<file path="src/design/kbps_pkg.sv">
// kbps_pkg: shared types and constants for the KMP byte pattern search.
// No dependencies; imported by every module of the block but kbps_ram.
`timescale 1ns / 1ps

package kbps_pkg;

    localparam int PATTERN_BYTES     = 16;
    localparam int MAX_PATTERN_DEF   = 16;
    localparam int POSITION_BITS_DEF = 32;
    localparam int RESULT_POS_W      = 32;
    localparam int LENGTH_W          = 5;
    localparam int CFG_INDEX_W       = 2;
    localparam int CFG_DATA_W        = 64;

    // register indexes
    localparam logic [CFG_INDEX_W-1:0] REG_PATTERN_LOW  = 2'd0;
    localparam logic [CFG_INDEX_W-1:0] REG_PATTERN_HIGH = 2'd1;
    localparam logic [CFG_INDEX_W-1:0] REG_PATTERN_LEN  = 2'd2;

    typedef struct packed {
        logic [7:0] buffer_byte;
        logic       end_of_buffer;
    } in_word_t;

    typedef struct packed {
        logic                    found;
        logic [RESULT_POS_W-1:0] match_position;
    } out_word_t;

    // pattern registers as seen by the search controller
    typedef struct packed {
        logic [PATTERN_BYTES-1:0][7:0] bytes;
        logic [LENGTH_W-1:0]           length;
        logic                          written;
    } pat_cfg_t;

endpackage

</file>
<file path="src/design/kbps_ram.sv">
// kbps_ram: generic simple dual-port RAM, one write and one registered read.
// No dependencies.
`timescale 1ns / 1ps

module kbps_ram #(
    parameter int WIDTH = 8,
    parameter int DEPTH = 16
) (
    input  logic                     clk,
    input  logic                     wr_en,
    input  logic [$clog2(DEPTH)-1:0] wr_addr,
    input  logic [WIDTH-1:0]         wr_data,
    input  logic                     rd_en,
    input  logic [$clog2(DEPTH)-1:0] rd_addr,
    output logic [WIDTH-1:0]         rd_data
);

    logic [WIDTH-1:0] mem [DEPTH];

    always_ff @(posedge clk)
    begin
        if (wr_en)
        begin
            mem[wr_addr] <= wr_data;
        end
        if (rd_en)
        begin
            rd_data <= mem[rd_addr];
        end
    end

endmodule

</file>
<file path="src/design/kbps_cfg.sv">
// kbps_cfg: pattern and length registers behind the configuration channel.
// Depends on kbps_pkg.
`timescale 1ns / 1ps

module kbps_cfg
    import kbps_pkg::*;
(
    input  logic                   clk,
    input  logic                   rst_n,
    input  logic                   cfg_valid,
    input  logic                   cfg_ready,
    input  logic [CFG_INDEX_W-1:0] cfg_index,
    input  logic [CFG_DATA_W-1:0]  cfg_data,
    output pat_cfg_t               pat
);

    logic [CFG_DATA_W-1:0] low_reg, low_next;
    logic [CFG_DATA_W-1:0] high_reg, high_next;
    logic [LENGTH_W-1:0]   len_reg, len_next;
    logic                  known;

    always_comb
    begin
        low_next  = low_reg;
        high_next = high_reg;
        len_next  = len_reg;
        known     = 1'b0;
        if (cfg_valid && cfg_ready)
        begin
            case (cfg_index)
                REG_PATTERN_LOW:
                begin
                    low_next = cfg_data;
                    known    = 1'b1;
                end
                REG_PATTERN_HIGH:
                begin
                    high_next = cfg_data;
                    known     = 1'b1;
                end
                REG_PATTERN_LEN:
                begin
                    len_next = cfg_data[LENGTH_W-1:0];
                    known    = 1'b1;
                end
                default:
                begin
                    known = 1'b0;
                end
            endcase
        end
    end

    always_ff @(posedge clk or negedge rst_n)
    begin
        if (!rst_n)
        begin
            low_reg  <= '0;
            high_reg <= '0;
            len_reg  <= LENGTH_W'(1);
        end
        else
        begin
            low_reg  <= low_next;
            high_reg <= high_next;
            len_reg  <= len_next;
        end
    end

    // byte 0 sits in bits 7..0 of the low register
    assign pat.bytes   = {high_reg, low_reg};
    assign pat.length  = len_reg;
    assign pat.written = known;

endmodule

</file>
<file path="src/design/kbps_ctrl.sv">
// kbps_ctrl: border table build and KMP search sequencer around the table RAM.
// Depends on kbps_pkg and kbps_ram.
`timescale 1ns / 1ps

module kbps_ctrl
    import kbps_pkg::*;
#(
    parameter int MAX_PATTERN   = MAX_PATTERN_DEF,
    parameter int POSITION_BITS = POSITION_BITS_DEF
) (
    input  logic      clk,
    input  logic      rst_n,
    input  pat_cfg_t  pat,
    output logic      cfg_ready,
    input  logic      in_valid,
    output logic      in_ready,
    input  in_word_t  in_data,
    output logic      out_valid,
    input  logic      out_ready,
    output out_word_t out_data
);

    localparam int CntW  = $clog2(MAX_PATTERN + 1);
    localparam int Depth = MAX_PATTERN + 1;
    localparam int ExtW  = (POSITION_BITS > RESULT_POS_W) ? POSITION_BITS : RESULT_POS_W;

    localparam logic [2:0] S_BINIT = 3'd0;
    localparam logic [2:0] S_BUILD = 3'd1;
    localparam logic [2:0] S_BWAIT = 3'd2;
    localparam logic [2:0] S_IDLE  = 3'd3;
    localparam logic [2:0] S_WALK  = 3'd4;
    localparam logic [2:0] S_SWAIT = 3'd5;

    logic [2:0]               state_reg, state_next;
    logic [CntW-1:0]          bi_reg, bi_next;
    logic [CntW-1:0]          bk_reg, bk_next;
    logic [CntW-1:0]          m_reg, m_next;
    logic [POSITION_BITS-1:0] pos_reg, pos_next;
    logic                     found_reg, found_next;
    logic [7:0]               byte_reg, byte_next;
    logic                     last_reg, last_next;
    logic                     out_valid_reg, out_valid_next;
    out_word_t                out_data_reg, out_data_next;

    logic                     wr_en;
    logic [CntW-1:0]          wr_addr;
    logic [CntW-1:0]          wr_data;
    logic                     rd_en;
    logic [CntW-1:0]          rd_addr;
    logic [CntW-1:0]          rd_data;

    logic [CntW-1:0]          eff_len;
    logic [CntW-1:0]          m_eff;
    logic [CntW-1:0]          m_inc;
    logic [CntW-1:0]          k_inc;
    logic [7:0]               pm, pk, pi;
    logic                     slot_free;
    logic [POSITION_BITS-1:0] pos_plus;
    logic [POSITION_BITS-1:0] pos_start;
    logic [ExtW-1:0]          ext_plus;
    logic [ExtW-1:0]          ext_start;

    // bytes past the register file read as zero
    function automatic logic [7:0] pat_byte(
        input logic [PATTERN_BYTES-1:0][7:0] bytes,
        input logic [CntW-1:0]               idx
    );
        logic [7:0] b;
        b = 8'h00;
        if (32'(idx) < PATTERN_BYTES)
        begin
            b = bytes[4'(idx)];
        end
        return b;
    endfunction

    kbps_ram #(
        .WIDTH (CntW),
        .DEPTH (Depth)
    ) u_border (
        .clk     (clk),
        .wr_en   (wr_en),
        .wr_addr (wr_addr),
        .wr_data (wr_data),
        .rd_en   (rd_en),
        .rd_addr (rd_addr),
        .rd_data (rd_data)
    );

    // length zero counts as one, clamp to the table size
    always_comb
    begin
        if (pat.length == '0)
        begin
            eff_len = CntW'(1);
        end
        else if (32'(pat.length) > MAX_PATTERN)
        begin
            eff_len = CntW'(MAX_PATTERN);
        end
        else
        begin
            eff_len = CntW'(pat.length);
        end
    end

    assign m_eff     = (m_reg >= eff_len) ? '0 : m_reg;
    assign pm        = pat_byte(pat.bytes, m_eff);
    assign pk        = pat_byte(pat.bytes, bk_reg);
    assign pi        = pat_byte(pat.bytes, bi_reg);
    assign m_inc     = m_eff + CntW'(1);
    assign k_inc     = bk_reg + CntW'(pk == pi);
    assign slot_free = !out_valid_reg || out_ready;
    assign pos_plus  = pos_reg + POSITION_BITS'(1);
    assign pos_start = pos_plus - POSITION_BITS'(eff_len);
    assign ext_plus  = ExtW'(pos_plus);
    assign ext_start = ExtW'(pos_start);

    always_comb
    begin
        state_next     = state_reg;
        bi_next        = bi_reg;
        bk_next        = bk_reg;
        m_next         = m_reg;
        pos_next       = pos_reg;
        found_next     = found_reg;
        byte_next      = byte_reg;
        last_next      = last_reg;
        out_valid_next = out_valid_reg && !out_ready;
        out_data_next  = out_data_reg;
        wr_en          = 1'b0;
        wr_addr        = '0;
        wr_data        = '0;
        rd_en          = 1'b0;
        rd_addr        = '0;

        case (state_reg)
            S_BINIT:
            begin
                wr_en   = 1'b1;
                wr_addr = CntW'(1);
                wr_data = '0;
                bi_next = CntW'(1);
                bk_next = '0;
                m_next  = m_eff;
                state_next = S_BUILD;
            end
            S_BUILD:
            begin
                if (bi_reg >= eff_len)
                begin
                    state_next = S_IDLE;
                end
                else if (bk_reg != '0 && pk != pi)
                begin
                    rd_en      = 1'b1;
                    rd_addr    = bk_reg;
                    state_next = S_BWAIT;
                end
                else
                begin
                    wr_en   = 1'b1;
                    wr_addr = bi_reg + CntW'(1);
                    wr_data = k_inc;
                    bk_next = k_inc;
                    bi_next = bi_reg + CntW'(1);
                end
            end
            S_BWAIT:
            begin
                bk_next    = rd_data;
                state_next = S_BUILD;
            end
            S_IDLE:
            begin
                if (in_valid)
                begin
                    byte_next  = in_data.buffer_byte;
                    last_next  = in_data.end_of_buffer;
                    state_next = S_WALK;
                end
            end
            S_WALK:
            begin
                if (found_reg)
                begin
                    // tail after a match: count, clear on the last byte
                    if (last_reg)
                    begin
                        m_next     = '0;
                        pos_next   = '0;
                        found_next = 1'b0;
                    end
                    else
                    begin
                        pos_next = pos_plus;
                    end
                    state_next = S_IDLE;
                end
                else if (m_eff != '0 && pm != byte_reg)
                begin
                    // follow the failure link
                    rd_en      = 1'b1;
                    rd_addr    = m_eff;
                    m_next     = m_eff;
                    state_next = S_SWAIT;
                end
                else if (pm == byte_reg && m_inc == eff_len)
                begin
                    if (slot_free)
                    begin
                        out_valid_next               = 1'b1;
                        out_data_next.found          = 1'b1;
                        out_data_next.match_position = ext_start[RESULT_POS_W-1:0];
                        m_next     = '0;
                        if (last_reg)
                        begin
                            pos_next   = '0;
                            found_next = 1'b0;
                        end
                        else
                        begin
                            pos_next   = pos_plus;
                            found_next = 1'b1;
                        end
                        state_next = S_IDLE;
                    end
                end
                else if (last_reg)
                begin
                    if (slot_free)
                    begin
                        out_valid_next               = 1'b1;
                        out_data_next.found          = 1'b0;
                        out_data_next.match_position = ext_plus[RESULT_POS_W-1:0];
                        m_next     = '0;
                        pos_next   = '0;
                        found_next = 1'b0;
                        state_next = S_IDLE;
                    end
                end
                else
                begin
                    m_next     = (pm == byte_reg) ? m_inc : m_eff;
                    pos_next   = pos_plus;
                    state_next = S_IDLE;
                end
            end
            S_SWAIT:
            begin
                m_next     = rd_data;
                state_next = S_WALK;
            end
            default:
            begin
                state_next = S_BINIT;
            end
        endcase

        // any register write restarts the table build
        if (pat.written)
        begin
            state_next = S_BINIT;
        end
    end

    always_ff @(posedge clk or negedge rst_n)
    begin
        if (!rst_n)
        begin
            state_reg     <= S_BINIT;
            bi_reg        <= '0;
            bk_reg        <= '0;
            m_reg         <= '0;
            pos_reg       <= '0;
            found_reg     <= 1'b0;
            out_valid_reg <= 1'b0;
        end
        else
        begin
            state_reg     <= state_next;
            bi_reg        <= bi_next;
            bk_reg        <= bk_next;
            m_reg         <= m_next;
            pos_reg       <= pos_next;
            found_reg     <= found_next;
            out_valid_reg <= out_valid_next;
        end
    end

    always_ff @(posedge clk)
    begin
        byte_reg     <= byte_next;
        last_reg     <= last_next;
        out_data_reg <= out_data_next;
    end

    assign in_ready  = (state_reg == S_IDLE) && !pat.written;
    assign cfg_ready = (state_reg != S_WALK) && (state_reg != S_SWAIT);
    assign out_valid = out_valid_reg;
    assign out_data  = out_data_reg;

endmodule

</file>
<file path="src/design/kmp_byte_pattern_search.sv">
// kmp_byte_pattern_search: top level, first-occurrence byte pattern search.
// Depends on kbps_pkg, kbps_cfg, kbps_ctrl (and kbps_ram below it).
`timescale 1ns / 1ps

// Usage
//   cfg channel : cfg_valid/cfg_ready with cfg_index and 64-bit cfg_data.
//                 Index 0 = pattern bytes 0..7, 1 = bytes 8..15, 2 = length.
//                 Other indexes are taken and ignored. Each write to 0, 1 or 2
//                 rebuilds the border table; write only between words.
//   in channel  : one buffer byte per word, end_of_buffer on the last one.
//   out channel : at most one word per buffer: found = 1 with the start
//                 index of the first match, or found = 0 with the buffer
//                 length when the last byte passes unmatched.
// Byte handling
//   A byte is accepted, then compared; each failure link followed adds a
//   table read and a wait state, as the links live in a table RAM with one
//   registered read port. Links followed are amortised below one per byte.
//   The next byte is taken only once the last one is through.
// Reset and rebuild
//   After reset or a register write in_ready stays low while the table is
//   built. Reset loads length 1 and an all-zero pattern.
// Stall
//   The result sits in an output register; the next byte is accepted while
//   it waits. A further result waits in the controller until the register
//   frees.

module kmp_byte_pattern_search
    import kbps_pkg::*;
#(
    parameter int MAX_PATTERN   = MAX_PATTERN_DEF,
    parameter int POSITION_BITS = POSITION_BITS_DEF
) (
    input  logic                   clk,
    input  logic                   rst_n,
    input  logic                   in_valid,
    output logic                   in_ready,
    input  in_word_t               in_data,
    output logic                   out_valid,
    input  logic                   out_ready,
    output out_word_t              out_data,
    input  logic                   cfg_valid,
    output logic                   cfg_ready,
    input  logic [CFG_INDEX_W-1:0] cfg_index,
    input  logic [CFG_DATA_W-1:0]  cfg_data
);

    pat_cfg_t pat;

    // pattern and length registers
    kbps_cfg u_cfg (
        .clk       (clk),
        .rst_n     (rst_n),
        .cfg_valid (cfg_valid),
        .cfg_ready (cfg_ready),
        .cfg_index (cfg_index),
        .cfg_data  (cfg_data),
        .pat       (pat)
    );

    // table build, search walk and result register
    kbps_ctrl #(
        .MAX_PATTERN   (MAX_PATTERN),
        .POSITION_BITS (POSITION_BITS)
    ) u_ctrl (
        .clk       (clk),
        .rst_n     (rst_n),
        .pat       (pat),
        .cfg_ready (cfg_ready),
        .in_valid  (in_valid),
        .in_ready  (in_ready),
        .in_data   (in_data),
        .out_valid (out_valid),
        .out_ready (out_ready),
        .out_data  (out_data)
    );

endmodule

</file>
<file path="config.mk">
export PLATFORM = sky130hd
export DESIGN_NAME = kmp_byte_pattern_search
export DESIGN_NICKNAME = d
export VERILOG_FILES = /design/src/design/kbps_pkg.sv /design/src/design/kbps_ram.sv /design/src/design/kbps_cfg.sv /design/src/design/kbps_ctrl.sv /design/src/design/kmp_byte_pattern_search.sv
export SDC_FILE = /design/constraint.sdc
export NUM_CORES = 1
export LEC_CHECK = 0
export BUFFER_PORTS_ARGS = -buffer_cell sky130_fd_sc_hd__buf_2
export CORE_MARGIN = 5
export CORE_UTILIZATION = 35
export CTS_BUF_LIST = sky130_fd_sc_hd__clkbuf_16
export DETAILED_ROUTE_END_ITERATION = 6
export GPL_ROUTABILITY_DRIVEN = 0
export PLACE_DENSITY = 0.49
export SYNTH_ARGS = -nofsm -noshare
export SYNTH_HDL_FRONTEND = slang
export SYNTH_SLANG_ARGS = --single-unit
</file>
<file path="constraint.sdc">
create_clock -name clk -period 16.6 [get_ports clk]
set_clock_uncertainty 0.15 [all_clocks]
set_input_delay 4.15 -clock clk [delete_from_list [all_inputs] [get_ports clk]]
set_output_delay 4.15 -clock clk [all_outputs]
set_load 0.005 [all_outputs]
</file>
; Word-level counts from Yosys, hierarchy flattened
; Memory sizes are Yosys's and may differ from the RTL's. A register that Yosys moved wholly into a read port is not among the register bits.
; Cells that the tools add are included.
[totals]
mem_bits_rw = 85
latchBits = 0
n_memories = 1
rom_bits = 0
out_inout_bits = 36
inputBits = 80
wordCells = 166
regBits = 227
[mem_list]
columns = name, words, width, read_ports, rd_clocked_by_memory_dff, wr, line_no
row1 = u_ctrl.u_border.mem, 17, 5, 1, 1, 1, kbps_ram.sv:18  ; logic [WIDTH-1:0] mem [DEPTH];
[classes]
div = 0
n_lt_le_gt_ge = 9
shifts = 0
reduce_logical = 32
muxes = 81
n_eq_ne = 22
addsub = 5
multipliers = 0
bitwise_logic = 2
[op_table]
columns = op, n
row1 = 32-bit 2-to-1 mux, 7
row2 = 33-bit 2-to-1 mux, 4
row3 = 5-bit 2-to-1 mux, 23
row4 = 8-bit binary-select mux with 4-bit select, 3
row5 = 8-bit 2-to-1 mux, 6
row6 = "32-bit by 1-bit adder with 32-bit output, second input constant", 1
row7 = 32-bit by 5-bit subtractor with 32-bit output, 1
row8 = 5-bit case mux with 2 select lines, 3
row9 = 5-bit case mux with 3 select lines, 2
row10 = 3-bit 2-to-1 mux, 9
row11 = 1-bit 2-to-1 mux, 21
row12 = 8-bit == test, 2
row13 = 8-bit != test, 2
row14 = "4-bit by 5-bit less-than comparator with 1-bit output, second input constant", 3
row15 = "5-bit less-than comparator, second input constant", 3
row16 = 3-bit case mux with 5 select lines, 1
row17 = "3-bit != test, second input constant", 4
row18 = 2-bit AND reduction, 6
row19 = "5-bit by 1-bit adder with 5-bit output, second input constant", 2
row20 = 5-bit >= comparator, 2
row21 = 5-bit nonzero test, 2
row22 = 1-bit logical AND, 7
row23 = "3-bit by 2-bit == test with 1-bit output, second input constant", 2
row24 = "3-bit == test, second input constant", 2
row25 = other kinds (25), 33

; Longest topological paths before layout
[depth]
word_depth = 15
ltp_mapped = 22
mapped_depth_nobuf = 19

; Hierarchy
; Synthesis repeated with hierarchy kept, for this count alone.
[hier_totals]
hier_cells = 1605
area_unflattened_um2 = 19466.2
[modules_own_cells]
columns = module, seq_area_each_um2, n_inst, area_per_inst_um2, cells_each
row1 = kbps_ctrl, 2562.5, 1, 10541.4, 1131
row2 = kbps_cfg, 3329.4, 1, 5315.1, 286
row3 = kbps_ram, 2702.6, 1, 3609.7, 188

; Least setup slack after synthesis
; OpenSTA, ideal clock, no wires.
[synth_path]
kind = input port to output port
from = in cfg_index[0]
to = out in_ready
path_stages = 2
path_buffers = 0
required_ns = 12.300
slack_ns = 7.908
arrival_ns = 4.392
cell_sequence = nand2_1 a21oi_1
[synth_via]
elab_chain_len = 6
elab_cells_between_ends = 8
cone_classes = eq/ne (2) / mux (2) / reduce/logical (4)
[synth_lines]
columns = item, line_no
row1 = from (decl), kmp_byte_pattern_search.sv:43  ; input logic [CFG_INDEX_W-1:0] cfg_index,
row2 = 2-bit by 1-bit == test with 1-bit output (tied with other cells), kbps_cfg.sv:30  ; case (cfg_index)
row3 = 3-bit OR reduction (no line) *, n/a
row4 = 1-bit 2-to-1 mux *, kbps_cfg.sv:30
row5 = 1-bit 2-to-1 mux *, kbps_cfg.sv:28  ; if (cfg_valid && cfg_ready)
row6 = 1-bit logical NOT *, kbps_ctrl.sv:298  ; assign in_ready = (state_reg == S_IDLE) && !pat.written;
row7 = 1-bit logical AND *, kbps_ctrl.sv:298
row8 = to (decl), kmp_byte_pattern_search.sv:36  ; output logic in_ready,
; Every way passes the cells marked *; elsewhere a longest branch is shown, timed or not.

; Worst setup path after layout
; Ends and elaborated chain as after synthesis.

==> impl_metrics.tcl <==
set metrics [dict create \
    viasPerCell 5.704 \
    dieArea_um2 57640 \
    hold-path-cell-count 2 \
    min_from "u_ctrl.pos_reg[31]" \
    ys_async_sr_fraction 0.5836 \
    maxCapViolations 0 \
    start_util 0.3526 \
    status "finished clean" \
    wl_mm 54.47 \
    drt_iter0_markers 1287 \
    yosys-top-cells-area "dfrtp_1 25%, edfxtp_1 21%, mux2_2 9.1%" \
    layout_min_cycle_time_ps 8962 \
    slew_viol_final 0 \
    path_delay_family "buffers and inverters" \
    rsz0062_at_grt "no" \
    grt_max_degree 71 \
    leakage_nw 8.003 \
    grt_pass1_vias 13500 \
    start_kind "primary input" \
    critPathArrivalTime_ps 4660 \
    cp-end-kind "primary output" \
    setup_viol 0 \
    synth_top_area_share 0.2485 \
    p_per_area_nw_per_um2 175.5 \
    tightestPinTransition_ps 1260 \
    io_pins 116 \
    final_util 0.3974 \
    h-tree-depth 2 \
    cts_buffer_depth 3 \
    crit_buf_inv 2 \
    overflow 0 \
    yosys.cell_types.count 91 \
    die_width_um 240.1 \
    relSlewSlack 0.1545 \
    cts-root-buf "clkbuf_16" \
    critPathMostFrequentCell "buf_2" \
    dpl.hpwl_mm 38.50 \
    rr_worst_depth 17 \
    ys_warn_count 0 \
    cts.sinks 317 \
    port_buffers 115 \
    largest_reg_flops 85 \
    ff2ff_setup_slack_ps 9690 \
    cts_setup_buffers 0 \
    grt_use_total 0.1875 \
    seq_area_frac_synth 0.4638 \
    period_share 0.5399 \
    fmax_mhz 111.6 \
    hp-class "flop to flop" \
    antenna_cells 0 \
    syn_area_um2 18530 \
    finalNetCount 1794 \
    syn_area_per_cell_um2 11.48 \
    path_class "primary input to primary output" \
    ctsHoldBuffers 0 \
    die_h_um 240.1 \
    cp_max_fo 4 \
    drtAntennaViolNets 0 \
    finalSetupTns_ps 0 \
    finalPower_w 0.003664 \
    synth_ff_type "dfrtp_1" \
    whs_endpoint "u_ctrl.pos_reg[31]" \
    cts_tree "built" \
    cp_slowest_cell "a21oi_1" \
    synth_edf_count 132 \
    fp-row-count 84 \
    hold_viol_final 0 \
    cts.clk_slew.worst_paths_ps 50 \
    slowest_delay_ps 180 \
    synth-seq-cells 317 \
    syn_to_final_growth_pct 12.70 \
    drive_above_1_share 0.2555 \
    synth_cells 1614 \
    firstDrtPassIters 5 \
    cts-resized-gates 0 \
    drt-wirelength-per-cell_um 22.60 \
    irDropWorstVdd_v 0.00007566 \
    drcViolationCount 0 \
    clock_latency_ps 570 \
    vias 13750 \
    reg2reg_from "u_ctrl.m_reg[0]" \
    cts_buffers 39 \
    synth_fp_nets 1716 \
    rr_endpoint "u_ctrl.pos_reg[31]" \
    core_um2 52550 \
    required_ps 12300 \
    grt_pass1_wl_mm 84.00 \
    layout_common_cells "181 x dfrtp_1, 150 x mux2_2, 133 x nand2_1" \
    final_common_cell "dfrtp_1" \
    grt_antenna_before_repair 0 \
    yosysTopAreaCell "dfrtp_1" \
    crit_chain "buf_2, nand2_1, a21oi_1, buf_2" \
]
[layer usage]
layer	vias to the layer above	global-route usage	wire length, um
met5	-	0	0
met4	0	0.04298	1014
met3	78	0.04072	3794
met2	442	0.2878	24480
met1	6955	0.2737	25180
li1	6272	-	-
[Yosys cell counts (7+ instances only)]
cell,number
mux4_2,69
o22ai_1,12
a21oi_1,73
a21o_1,9
a221oi_1,7
a2bb2oi_1,7
a211oi_1,17
clkbuf_1,58
mux2i_1,73
and2_1,15
nor2b_1,20
and3_1,12
nand2_1,134
ha_1,21
o21ai_0,66
nor2_1,114
o31ai_1,13
nand3_1,51
nand2b_1,15
buf_2,27
nand4_1,9
mux2_2,150
a22oi_1,17
a22o_1,11
edfxtp_1,132
xor2_1,23
dfrtp_1,184
mux2_1,8
nor3_1,40
o211ai_1,14
a31oi_1,9
xnor2_1,45
inv_1,31
[worst max-delay path by stage]
stage / cells past startpoint / end / startpoint / slack [ps]
final: 4 / in_ready / cfg_index[0] / 7640
after global routing: 4 / in_ready / cfg_index[1] / 7600
after CTS: 4 / in_ready / cfg_index[0] / 7640
after detailed placement: 4 / in_ready / cfg_index[0] / 7630
after global placement: 4 / in_ready / cfg_index[0] / 7630
after floorplan: 2 / in_ready / cfg_index[0] / 7910
[per-stage QoR]
step                      setup slack [ps]  instance area (um2)  hold slack (ps)  cells
after global routing                  7603                20880            410.4   2410
after global placement                7626                19710            340.4   2339
after CTS                             7636                20880            380.9   2410
final                                 7638                20880            372.5   2410
after floorplan                       7908                18530            323.3   1614
after detailed placement              7632                19710            367.1   2339
[final cells by class]
class,count,area [um2]
Tap cell,688,860.8
Timing Repair Buffer,136,742.0
Clock buffer,41,1026
Clock inverter,30,150.1
Sequential cell,317,8598
Fill cell,5161,31670
Multi-Input combinational cell,1165,9380
Inverter,33,123.9
[power breakdown]
group	switching (W)	internal [W]
clock network	0.000346	0.000447
logic	0.000937	0.000724
registers	0.000206	0.00100
total	0.00149	0.00217
[worst reg2reg max path: stages (launching register included)]
cell	delay (ps)
dfrtp_2	340
buf_4	600
inv_1	330
ha_1	370
nor2b_1	50
o21ai_1	690
a21boi_1	530
a222oi_1	520
o21ai_0	130
a221oi_1	320
nor4b_4	560
a31oi_1	460
a2bb2oi_1	290
o21ai_4	410
buf_4	500
inv_1	250
a21oi_1	180
o21ai_0	90
[cells by family (layout without fill, tap and decap cells)]
logic type,count (synthesis),in the layout,share of synthesized area
adder cells (fa/ha/maj),22,22,0.01526
flip-flops,317,317,0.4638
AND/OR/NAND/NOR,452,452,0.1173
buffers and inverters,132,240,0.03180
AO/OA/AOI/OAI,323,323,0.1203
multiplexers,300,300,0.2193
XOR/XNOR,68,68,0.03214
No activity file was read; power rests on OpenSTA's default activity.
